$ cat src/rtl/mld_pkg.sv
// Package for the Morse light decoder: shared types, register codes and the
// A-Z/0-9 code table with its character map. Used by every module in rtl/.
package mld_pkg;

	localparam int CODE_COUNT = 36;
	localparam int FIFO_DEPTH = 4;

	localparam logic [6:0] CH_SPACE   = 7'd32;
	localparam logic [6:0] CH_NEWLINE = 7'd10;

	typedef enum logic [2:0] {
		REG_THRESHOLD = 3'd0,
		REG_DOT_MIN   = 3'd1,
		REG_DASH_MIN  = 3'd2,
		REG_LETTER    = 3'd3,
		REG_WORD      = 3'd4,
		REG_LINE      = 3'd5
	} reg_idx_t;

	typedef struct packed {
		logic [11:0] threshold;
		logic [23:0] dot_min_us;
		logic [23:0] dash_min_us;
		logic [23:0] letter_gap_us;
		logic [23:0] word_gap_us;
		logic [23:0] line_gap_us;
	} cfg_t;

	typedef struct packed {
		logic [6:0] char_code;
		logic       last;
	} entry_t;

	typedef struct packed {
		logic [1:0] cnt;
		entry_t     w0;
		entry_t     w1;
	} push_t;

	// Symbol k of a letter sits at bit k, dot is 0 and dash is 1.
	localparam logic [2:0] CODE_LEN [CODE_COUNT] = '{
		3'd2, 3'd4, 3'd4, 3'd3, 3'd1, 3'd4, 3'd3, 3'd4, 3'd2,
		3'd4, 3'd3, 3'd4, 3'd2, 3'd2, 3'd3, 3'd4, 3'd4, 3'd3,
		3'd3, 3'd1, 3'd3, 3'd4, 3'd3, 3'd4, 3'd4, 3'd4,
		3'd5, 3'd5, 3'd5, 3'd5, 3'd5, 3'd5, 3'd5, 3'd5,
		3'd5, 3'd5
	};

	localparam logic [4:0] CODE_BITS [CODE_COUNT] = '{
		5'd2, 5'd1, 5'd5, 5'd1, 5'd0, 5'd4, 5'd3, 5'd0, 5'd0,
		5'd14, 5'd5, 5'd2, 5'd3, 5'd1, 5'd7, 5'd6, 5'd11, 5'd2,
		5'd0, 5'd1, 5'd4, 5'd8, 5'd6, 5'd9, 5'd13, 5'd3,
		5'd31, 5'd30, 5'd28, 5'd24, 5'd16, 5'd0, 5'd1, 5'd3,
		5'd7, 5'd15
	};

	function automatic logic [6:0] code_char(input int unsigned i);
		if (i < 26) begin
			return 7'(65 + i);
		end
		return 7'(48 + i - 26);
	endfunction

endpackage

$ cat src/rtl/morse_light_decoder_top.sv
// Top level of the Morse light decoder: configuration registers, decoder core
// and result queue. Depends on mld_pkg, mld_core and mld_fifo.
//
//   channel  direction  handshake              payload
//   in       input      in_valid / in_stall    sample, time_us
//   out      output     out_valid / out_stall  char_code, last
//   cfg      input      cfg_valid / cfg_ready  cfg_index, cfg_data
//
// One input word is taken per cycle while in_stall is low; its results enter
// the queue at the same edge, and each is offered on the output at the queue head.
// in_stall rises when the four-entry result queue has less than two free slots.
// cfg_ready is always high; reset loads the default register values.
module morse_light_decoder_top import mld_pkg::*; #(
	parameter int MAX_SYMBOLS = 9
) (
	input  logic        clk,
	input  logic        arst_n,
	input  logic        in_valid,
	output logic        in_stall,
	input  logic [11:0] sample,
	input  logic [31:0] time_us,
	output logic        out_valid,
	input  logic        out_stall,
	output logic [6:0]  char_code,
	output logic        last,
	input  logic        cfg_valid,
	output logic        cfg_ready,
	input  logic [2:0]  cfg_index,
	input  logic [23:0] cfg_data
);

	cfg_t   cfg_q;
	push_t  push;
	entry_t head;
	logic   accept, pop, no_room;

	assign cfg_ready = 1'b1;
	assign in_stall  = no_room;
	assign accept    = in_valid && !in_stall;
	assign pop       = out_valid && !out_stall;
	assign char_code = head.char_code;
	assign last      = head.last;

	always_ff @(posedge clk or negedge arst_n) begin
		if (!arst_n) begin
			cfg_q.threshold     <= 12'd0;
			cfg_q.dot_min_us    <= 24'd10000;
			cfg_q.dash_min_us   <= 24'd110000;
			cfg_q.letter_gap_us <= 24'd110000;
			cfg_q.word_gap_us   <= 24'd310000;
			cfg_q.line_gap_us   <= 24'd660000;
		end else if (cfg_valid && cfg_ready) begin
			unique case (reg_idx_t'(cfg_index))
				REG_THRESHOLD: cfg_q.threshold     <= cfg_data[11:0];
				REG_DOT_MIN:   cfg_q.dot_min_us    <= cfg_data;
				REG_DASH_MIN:  cfg_q.dash_min_us   <= cfg_data;
				REG_LETTER:    cfg_q.letter_gap_us <= cfg_data;
				REG_WORD:      cfg_q.word_gap_us   <= cfg_data;
				REG_LINE:      cfg_q.line_gap_us   <= cfg_data;
				default: begin
				end
			endcase
		end
	end

	mld_core #(.MAX_SYMBOLS(MAX_SYMBOLS)) u_core (
		.clk    (clk),
		.arst_n (arst_n),
		.accept (accept),
		.sample (sample),
		.time_us(time_us),
		.cfg    (cfg_q),
		.push   (push)
	);

	mld_fifo u_fifo (
		.clk     (clk),
		.arst_n  (arst_n),
		.push    (push),
		.pop     (pop),
		.head    (head),
		.nonempty(out_valid),
		.no_room (no_room)
	);

endmodule

$ cat src/rtl/mld_match.sv
// Letter matcher: compares the symbol buffer with every table entry at once.
// Depends on mld_pkg for the code table.
module mld_match import mld_pkg::*; #(
	parameter int MAX_SYMBOLS = 9,
	parameter int CW = $clog2(MAX_SYMBOLS + 1)
) (
	input  logic [CW-1:0]          count,
	input  logic [MAX_SYMBOLS-1:0] bits,
	output logic                   hit,
	output logic [6:0]             char_code
);

	always_comb begin
		hit = 1'b0;
		char_code = '0;
		for (int i = 0; i < CODE_COUNT; i++) begin
			if (count == CW'(CODE_LEN[i]) && bits == MAX_SYMBOLS'(CODE_BITS[i])) begin
				hit = 1'b1;
				char_code = char_code | code_char(i);
			end
		end
	end

endmodule

$ cat src/rtl/mld_core.sv
// Decoder state: light level, edge timing, symbol buffer, overflow and pause
// flags, updated once per accepted word. Depends on mld_pkg and mld_match.
module mld_core import mld_pkg::*; #(
	parameter int MAX_SYMBOLS = 9
) (
	input  logic        clk,
	input  logic        arst_n,
	input  logic        accept,
	input  logic [11:0] sample,
	input  logic [31:0] time_us,
	input  cfg_t        cfg,
	output push_t       push
);

	localparam int CW = $clog2(MAX_SYMBOLS + 1);

	logic                   on_q;
	logic                   paused_q;
	logic [31:0]            edge_q;
	logic [CW-1:0]          cnt_q;
	logic [MAX_SYMBOLS-1:0] bits_q;
	logic                   ovf_q;

	logic [31:0] gap;
	logic        line_hit, light, rise, fall, flush, tail, emit_char;
	logic        is_dash, is_sym, hit;
	logic [6:0]  match_ch, tail_ch;

	mld_match #(.MAX_SYMBOLS(MAX_SYMBOLS), .CW(CW)) u_match (
		.count    (cnt_q),
		.bits     (bits_q),
		.hit      (hit),
		.char_code(match_ch)
	);

	always_comb begin
		gap       = time_us - edge_q;
		line_hit  = !paused_q && (gap > {8'd0, cfg.line_gap_us});
		light     = sample > cfg.threshold;
		rise      = !line_hit && light && !on_q;
		fall      = !line_hit && !light && on_q;
		flush     = line_hit || (rise && !paused_q && (gap > {8'd0, cfg.letter_gap_us}));
		tail      = line_hit || (rise && !paused_q && (gap > {8'd0, cfg.word_gap_us}));
		emit_char = flush && hit && !ovf_q;
		is_dash   = gap > {8'd0, cfg.dash_min_us};
		is_sym    = is_dash || (gap > {8'd0, cfg.dot_min_us});
		tail_ch   = line_hit ? CH_NEWLINE : CH_SPACE;

		push.cnt = accept ? ({1'b0, emit_char} + {1'b0, tail}) : 2'd0;
		push.w1  = '{char_code: tail_ch, last: 1'b1};
		if (emit_char) begin
			push.w0 = '{char_code: match_ch, last: !tail};
		end else begin
			push.w0 = '{char_code: tail_ch, last: 1'b1};
		end
	end

	always_ff @(posedge clk or negedge arst_n) begin
		if (!arst_n) begin
			on_q     <= 1'b0;
			paused_q <= 1'b1;
			edge_q   <= '0;
			cnt_q    <= '0;
			bits_q   <= '0;
			ovf_q    <= 1'b0;
		end else if (accept) begin
			if (flush) begin
				cnt_q  <= '0;
				bits_q <= '0;
				ovf_q  <= 1'b0;
			end
			if (line_hit) begin
				paused_q <= 1'b1;
			end else if (rise) begin
				on_q     <= 1'b1;
				paused_q <= 1'b0;
				edge_q   <= time_us;
			end else if (fall) begin
				on_q   <= 1'b0;
				edge_q <= time_us;
				if (is_sym) begin
					if (cnt_q >= CW'(MAX_SYMBOLS)) begin
						ovf_q <= 1'b1;
					end else begin
						bits_q <= bits_q | (MAX_SYMBOLS'(is_dash) << cnt_q);
						cnt_q  <= cnt_q + CW'(1);
					end
				end
			end
		end
	end

	a_cnt_range: assert property (@(posedge clk) disable iff (!arst_n)
		cnt_q <= CW'(MAX_SYMBOLS))
		else $error("symbol count beyond buffer size");

	a_ovf_full: assert property (@(posedge clk) disable iff (!arst_n)
		ovf_q |-> cnt_q == CW'(MAX_SYMBOLS))
		else $error("overflow flagged with buffer not full");

endmodule

$ cat src/rtl/mld_fifo.sv
// Result queue: takes up to two words per cycle from the decoder core and
// hands out one per cycle while popped. Depends on mld_pkg for the entry types.
module mld_fifo import mld_pkg::*; (
	input  logic   clk,
	input  logic   arst_n,
	input  push_t  push,
	input  logic   pop,
	output entry_t head,
	output logic   nonempty,
	output logic   no_room
);

	localparam int PW = $clog2(FIFO_DEPTH);
	localparam int NW = $clog2(FIFO_DEPTH + 1);

	entry_t        mem_q [FIFO_DEPTH];
	logic [PW-1:0] wr_q, rd_q;
	logic [NW-1:0] cnt_q;

	assign head     = mem_q[rd_q];
	assign nonempty = cnt_q != '0;
	assign no_room  = cnt_q > NW'(FIFO_DEPTH - 2);

	always_ff @(posedge clk) begin
		if (push.cnt != 2'd0) begin
			mem_q[wr_q] <= push.w0;
		end
		if (push.cnt == 2'd2) begin
			mem_q[PW'(wr_q + PW'(1))] <= push.w1;
		end
	end

	always_ff @(posedge clk or negedge arst_n) begin
		if (!arst_n) begin
			wr_q  <= '0;
			rd_q  <= '0;
			cnt_q <= '0;
		end else begin
			wr_q  <= wr_q + PW'(push.cnt);
			rd_q  <= rd_q + PW'(pop);
			cnt_q <= cnt_q + NW'(push.cnt) - NW'(pop);
		end
	end

	a_cnt_bound: assert property (@(posedge clk) disable iff (!arst_n)
		cnt_q <= NW'(FIFO_DEPTH))
		else $error("result queue count beyond depth");

	a_push_room: assert property (@(posedge clk) disable iff (!arst_n)
		(push.cnt != 2'd0) |-> (cnt_q <= NW'(FIFO_DEPTH - 2)))
		else $error("push into result queue without room for two words");

endmodule
$ cat config.mk
export PLATFORM = sky130hd
export DESIGN_NAME = morse_light_decoder_top
export DESIGN_NICKNAME = d
export VERILOG_FILES = /design/src/rtl/mld_pkg.sv /design/src/rtl/morse_light_decoder_top.sv /design/src/rtl/mld_match.sv /design/src/rtl/mld_core.sv /design/src/rtl/mld_fifo.sv
export SDC_FILE = /design/constraint.sdc
export NUM_CORES = 1
export LEC_CHECK = 0
export BUFFER_PORTS_ARGS = -buffer_cell sky130_fd_sc_hd__buf_2
export CELL_PAD_IN_SITES_DETAIL_PLACEMENT = 1
export CELL_PAD_IN_SITES_GLOBAL_PLACEMENT = 2
export CORE_AREA = 2 2 189 191
export CTS_CLUSTER_DIAMETER = 150
export DETAILED_ROUTE_END_ITERATION = 6
export DIE_AREA = 0 0 191 193
export GPL_TIMING_DRIVEN = 0
export PLACE_DENSITY = 0.95
export SYNTH_ARGS = -nofsm -noshare
export SYNTH_HDL_FRONTEND = slang
export SYNTH_HIERARCHICAL = 1
export SYNTH_SLANG_ARGS = --single-unit
export TNS_END_PERCENT = 5
$ cat constraint.sdc
create_clock -name clk -period 14.3 [get_ports clk]
set_clock_uncertainty 0.05 [all_clocks]
set_input_delay 0.715 -clock clk [delete_from_list [all_inputs] [get_ports clk]]
set_output_delay 0.715 -clock clk [all_outputs]
set_load 0.01 [all_outputs]
==> metrics.txt, run 1 <==
status=finished, final reports clean; PnR worst setup slack=5.71 ns; Port-buffer cells=85; top cell family by delay on the critical path=compound AO/OA/AOI/OAI gates; Worst-path clk slew=0.06 ns; Core Region=0.0350 mm^2; Ys Warns=6; DP Worst Slack=5.36 ns; critical setup path kind=flip-flop to flip-flop; routability congestion estimate=0.844; post-layout instance area=0.0174 mm^2; fin crit share=60.1%; syn avg cell area=10.5 um^2; Async S/R FF share, synth=85.4%; clk buf depth=3; Die Area=0.0369 mm^2; Area after DPL=0.0166 mm^2; Yosys cell types=98; area grow syn2layout=12.3%; initial core utilization=44.4%; 1st-iter DRT viols=548; Fin. Hold Viols=0; post-CTS setup buffer count=0; number of synthesized flops with an enable pin=32; Buffers & Inverters on Critical Path=2; clock sinks=219; share of post-route cells with drive strength above 1=25.6%; Reg2Reg Setup Slack=5.71 ns; Worst setup SP type=flip-flop; CP cell instances=ha_1 -> inv_1 -> fa_1 -> a21o_1 -> a221o_1 -> a31oi_2 -> o41ai_1 -> xor2_1 -> ha_1 -> nand4_1 -> nor2_1 -> nand3_1 -> nor3_1 -> a211oi_1 -> a2111oi_0 -> o41a_1 -> and2_1 -> ha_1 -> and2_1 -> buf_2 -> nand4b_1 -> o31ai_2; Synth area leader=dfrtp_1; I/O pin cnt=87; die width=191 um; Primary FF master, synth=dfrtp_1; Max-slew headroom=22.8%; routed wire length=43,900 um; P_leak=8.04 nW; clk_lat worst skew=0.57 ns; cts hold-fix bufs=0; antenna violations before repair=1; Root Buffer=clkbuf_16; worst-path maximum fanout=9; CTS resizes=0; Final min period=8.59 ns; Crit. Startpoint=u_core/edge_q[0]; TritonCTS Buffers=27; total global-route track usage=24.1%; crit end category=flip-flop; WL/cell=21.1 um; Yosys top cell area share=23.9%; largest net degree at the start of global routing=121; cell count after synthesis=1,480; worst r2r path cells=22; # H-tree levels=1; first-pass GRT wire length=69,800 um; worst slew pin tran=1.15 ns; 1st-pass router iterations=5; Synth Cell Area=0.0155 mm^2; sequential share of the synthesized area=36.7%; r2r endpoint=u_fifo/mem_q[0][3]; Vias/cell=5.71; RSZ-0062 raised after global routing=no; fin util=49.8%; Die H=193 um; via count=11,892; top-count cell post-synth=inv_1; dominant cells by area after synthesis=dfrtp_1 (24%), ha_1 (14%), mux2_2 (12%); Yosys reg bits=219; peak supply drop=0.141 mV; Worst EP arrival=8.71 ns; PD cells=233 mW/mm^2; CTS tree=yes; r2r startpoint=u_core/edge_q[0]; Crit path largest cell delay=0.96 ns; FP Rows=69; total grt overflow=0; CP required=14.42 ns; TNS Setup=0 ns; most used cell, CP=ha_1; Final HPWL DP=33,200 um; Nets=1,848; Commonest cells post-synth=inv_1 (184), ha_1 (172), mux2_2 (162), dfrtp_1 (148), a21oi_1 (75); # setup viols final=0; max-slew violations=0; vias in the first global route=12,932; max-cap violation count=0; DRC viols=0; Worst Hold Class=primary input to asynchronous set/reset pin; Slowest-stage cell, CP=a2111oi_0; Max Fclk=116 MHz; Antenna Nets Post-Route=0
## placed cells by master (no fill, tap or decap), types with 37 or more instances in the layout
cell / instances
ha_1: 172
dfrtp_1: 148
dfstp_2: 39
nor2_1: 58
mux2_2: 162
buf_2: 103
a21oi_1: 75
inv_1: 184
mux2_1: 37
a21o_1: 41
nand2_1: 73
## per-layer routing
layer	part of all wire, %	wire length (um)	GRT usage, %
met1	43	19000	30.3
met2	51	22600	44.5
met3	3.1	1380	2.70
met4	2.1	916	5.49
met5	0	0	0
## flip-flops by register name (all words and copies together) (netlist names)
signal / count
cfg_q: 132
u_core/bits_q: 9
u_core/paused_q: 1
u_core/on_q: 1
u_fifo/wr_q: 2
u_fifo/mem_q: 32
u_fifo/cnt_q: 3
u_fifo/rd_q: 2
u_core/edge_q: 32
u_core/ovf_q: 1
u_core/cnt_q: 4
## how the worst max path moves through the flow
stage                         endpoint  cells past startpoint  slack (ns)
floorplan           u_fifo/mem_q[0][0]                     26        7.86
global placement    u_fifo/mem_q[0][3]                     24        5.48
detailed placement  u_fifo/mem_q[0][3]                     24        5.36
CTS                 u_fifo/mem_q[0][3]                     23        5.74
global route        u_fifo/mem_q[0][3]                     23        5.50
finish              u_fifo/mem_q[0][3]                     22        5.71
## report_power, final
part	switching, mW	total (mW)	internal, mW
combinational	1.47	2.47	1.00
clock	0.282	0.663	0.381
sequential	0.104	0.924	0.820
## area by class of cell
| type | instances | area, um^2 |
|---|---|---|
| Clock buffer | 41 | 788 |
| Clock inverter | 9 | 63.8 |
| Sequential cell | 219 | 5690 |
| Tap cell | 461 | 577 |
| Fill cell | 3860 | 17500 |
| Inverter | 185 | 694 |
| Timing Repair Buffer | 86 | 463 |
| Buffer | 54 | 359 |
| Antenna cell | 1 | 2.50 |
| Multi-Input combinational cell | 1025 | 8790 |
## cell families after synthesis
family,after synthesis,synth area share [%]
xor+xnor,30,1.69
flops,219,36.7
fa+ha+maj,174,14.1
other cells,3,0.0726
buf+inv,239,6.79
compound gates,285,12.9
mux,209,15.7
simple gates,321,12.0
## per-stage QoR
stage	power [mW]	hold slack [ns]	instances
floorplan	2.61	0.369	1483
global placement	3.22	0.417	2029
detailed placement	3.35	0.425	2030
CTS	4.06	0.0448	2080
global route	4.40	0.0705	2081
finish	4.06	0.0403	2081
No activity file was read; power rests on OpenSTA's default activity.
==> run 2: changes to the inputs <==
--- a/config.mk
+++ b/config.mk
@@ -8,12 +8,12 @@
 export BUFFER_PORTS_ARGS = -buffer_cell sky130_fd_sc_hd__buf_2
 export CELL_PAD_IN_SITES_DETAIL_PLACEMENT = 1
 export CELL_PAD_IN_SITES_GLOBAL_PLACEMENT = 2
-export CORE_AREA = 2 2 189 191
+export CORE_AREA = 2 2 198 200
 export CTS_CLUSTER_DIAMETER = 150
 export DETAILED_ROUTE_END_ITERATION = 6
-export DIE_AREA = 0 0 191 193
+export DIE_AREA = 0 0 200 202
 export GPL_TIMING_DRIVEN = 0
-export PLACE_DENSITY = 0.95
+export PLACE_DENSITY = 0.9
 export SYNTH_ARGS = -nofsm -noshare
 export SYNTH_HDL_FRONTEND = slang
 export SYNTH_HIERARCHICAL = 1
==> constraint.sdc (replaced) <==
create_clock -name clk -period 8.7 [get_ports clk]
set_clock_uncertainty 0.05 [all_clocks]
set_input_delay 0.435 -clock clk [delete_from_list [all_inputs] [get_ports clk]]
set_output_delay 0.435 -clock clk [all_outputs]
set_load 0.01 [all_outputs]
==> metrics.txt, run 2 (synthesis gave the netlist of run 1 again) <==
r2r endpoint=u_fifo/mem_q[0][7]; total global-route track usage=22.0% (-2.2 points); Worst EP arrival=8.35 ns (-0.36 ns); # H-tree levels=1 (unchanged); via count=11,805 (-0.73%); worst slew pin tran=1.10 ns (-0.0469 ns); Post-Layout Cell Count=2,140 (+2.8%); # setup viols final=0 (unchanged); Final HPWL DP=33,400 um (+0.77%); Max Fclk=123 MHz (+5.4%); routed wire length=43,400 um (-1.0%); post-layout instance area=0.0175 mm^2 (+0.55%); Worst setup SP type=flip-flop; WL/cell=20.3 um (-3.7%); Port-buffer cells=85 (unchanged); PD cells=380 mW/mm^2 (+63%); Reg2Reg Setup Slack=0.56 ns (-5.16 ns); antenna violations before repair=2 (+1); initial core utilization=40.5% (-3.9 points); FILL cells=4,266 (+11%); Fin. Hold Viols=0 (unchanged); CP required=8.91 ns (-5.51 ns); GRT Max-Usage Layer=met2; Antenna Nets Post-Route=0 (unchanged); GR Util met2=39.2% (-5.3 points); max-slew violations=0 (unchanged); most common cell after layout, fill and taps aside=inv_1; P_leak=8.03 nW (about the same); fin crit share=93.6% (+34 points); worst r2r path cells=26 (+18%); top cell family by delay on the critical path=compound AO/OA/AOI/OAI gates; commonest non-fill, non-tap cells in the layout=inv_1 (184), ha_1 (172), mux2_2 (162); Hold Worst Slack=0.0783 ns (+0.0380 ns); Nets=1,849 (+0.054%); Buffers & Inverters on Critical Path=3 (+1); TNS Setup=0 ns (unchanged); r2r startpoint=u_core/edge_q[0]; biggest regs=cfg_q x132, u_core/edge_q x32, u_fifo/mem_q x32; routing usage on met3=2.74% (+0.040 points); 1st-iter DRT viols=402 (-27%); Slowest-stage cell, CP=a2111oi_1; met1 Usage GRT=28.2% (-2.1 points); DRC viols=0 (unchanged); first-pass GRT wire length=69,800 um (about the same); Die H=202 um (+4.7%); PnR worst setup slack=0.556 ns (-5.16 ns); FP Rows=72 (+4.3%); Placed Instances=2,088 (+2.9%); RSZ-0062 raised after global routing=no; share of post-route cells with drive strength above 1=25.2% (-0.37 points); total stage count of the critical path=26 (+18%); status=finished, final reports clean; Crit path largest cell delay=0.74 ns (-0.22 ns); Vias/cell=5.52 (-3.5%); max-cap violation count=0 (unchanged); Worst-path clk slew=0.06 ns (about the same); clk_lat worst skew=0.57 ns (about the same); vias in the first global route=12,840 (-0.71%); CTS tree=yes; Reg with most FFs=cfg_q; TritonCTS Buffers=26 (-3.7%); total power=6.65 mW (+64%); I/O pin cnt=87 (unchanged); clk buf depth=3 (unchanged); post-CTS setup buffer count=0 (unchanged); FF+latch area=0.00569 mm^2 (unchanged); Max-slew headroom=25.9% (+3.1 points); fin util=45.8% (-4.1 points); Crit. Startpoint=u_core/edge_q[0]; Final min period=8.14 ns (-0.444 ns); area grow syn2layout=12.9%; total grt overflow=0 (unchanged); worst-path maximum fanout=9 (unchanged); Root Buffer=clkbuf_16; 1st-pass router iterations=4 (-1); critical setup path kind=flip-flop to flip-flop; Core Region=0.0383 mm^2 (+9.5%); clock sinks=219 (unchanged); largest net degree at the start of global routing=98 (-19%); die width=200 um (+4.7%); Die Area=0.0404 mm^2 (+9.6%); Area after DPL=0.0166 mm^2 (+0.48%); Setup crit end=u_fifo/mem_q[0][7]; crit end category=flip-flop; routability congestion estimate=0.860 (+2.0%); DP Worst Slack=0.119 ns (-5.24 ns); max FFs per register=132 (unchanged); peak supply drop=0.184 mV (+30%); Worst Hold Class=primary input to flip-flop; multi-input logic area=0.00879 mm^2 (about the same)
## run 2: final cells by class
| cell class | count | area share [%] |
|---|---|---|
| Clock inverter | 6 | 0.621 |
| Antenna cell | 3 | 0.0428 |
| Clock buffer | 42 | 4.23 |
| Sequential cell | 219 | 32.5 |
| Multi-Input combinational cell | 1025 | 50.2 |
| Timing Repair Buffer | 88 | 2.74 |
| Buffer | 54 | 2.05 |
| Tap cell | 518 | 3.70 |
| Inverter | 185 | 3.96 |
## run 2: power by group
part	total [mW]	internal (mW)	switching, mW	leakage [nW]
combinational	4.05	1.65	2.40	5.14
sequential	1.52	1.35	0.168	2.49
clock	1.09	0.644	0.445	0.409
total	6.65	3.64	3.01	8.03
## run 2: layer usage
| layer | vias to the layer above | part of all wire [%] | wire length [um] |
|---|---|---|---|
| met5 | - | 0.035 | 15 |
| met2 | 178 | 51 | 21900 |
| met4 | 2 | 2.2 | 975 |
| met3 | 58 | 2.9 | 1240 |
| li1 | 5594 | - | - |
| met1 | 5973 | 44 | 19300 |
## run 2: how the worst min path moves through the flow
stage | slack (ns) | endpoint | depth (start not counted) | from
2_1_floorplan | 0.09 | cfg_q[0] | 0 | arst_n
3_3_place_gp | 0.42 | cfg_q[46] | 1 | cfg_q[46]
3_5_place_dp | 0.43 | cfg_q[113] | 1 | cfg_q[113]
4_1_cts | 0.05 | u_core/edge_q[21] | 2 | time_us[21]
5_1_grt | 0.07 | u_core/edge_q[11] | 2 | time_us[11]
6_report | 0.08 | u_core/edge_q[15] | 2 | time_us[15]
## run 2: repair_timing
action,4_1_cts,5_1_grt
resized for setup,0,2
hold buffers,1,0
hold endpoints to repair,75,0
endpoints found under the setup margin,0,16
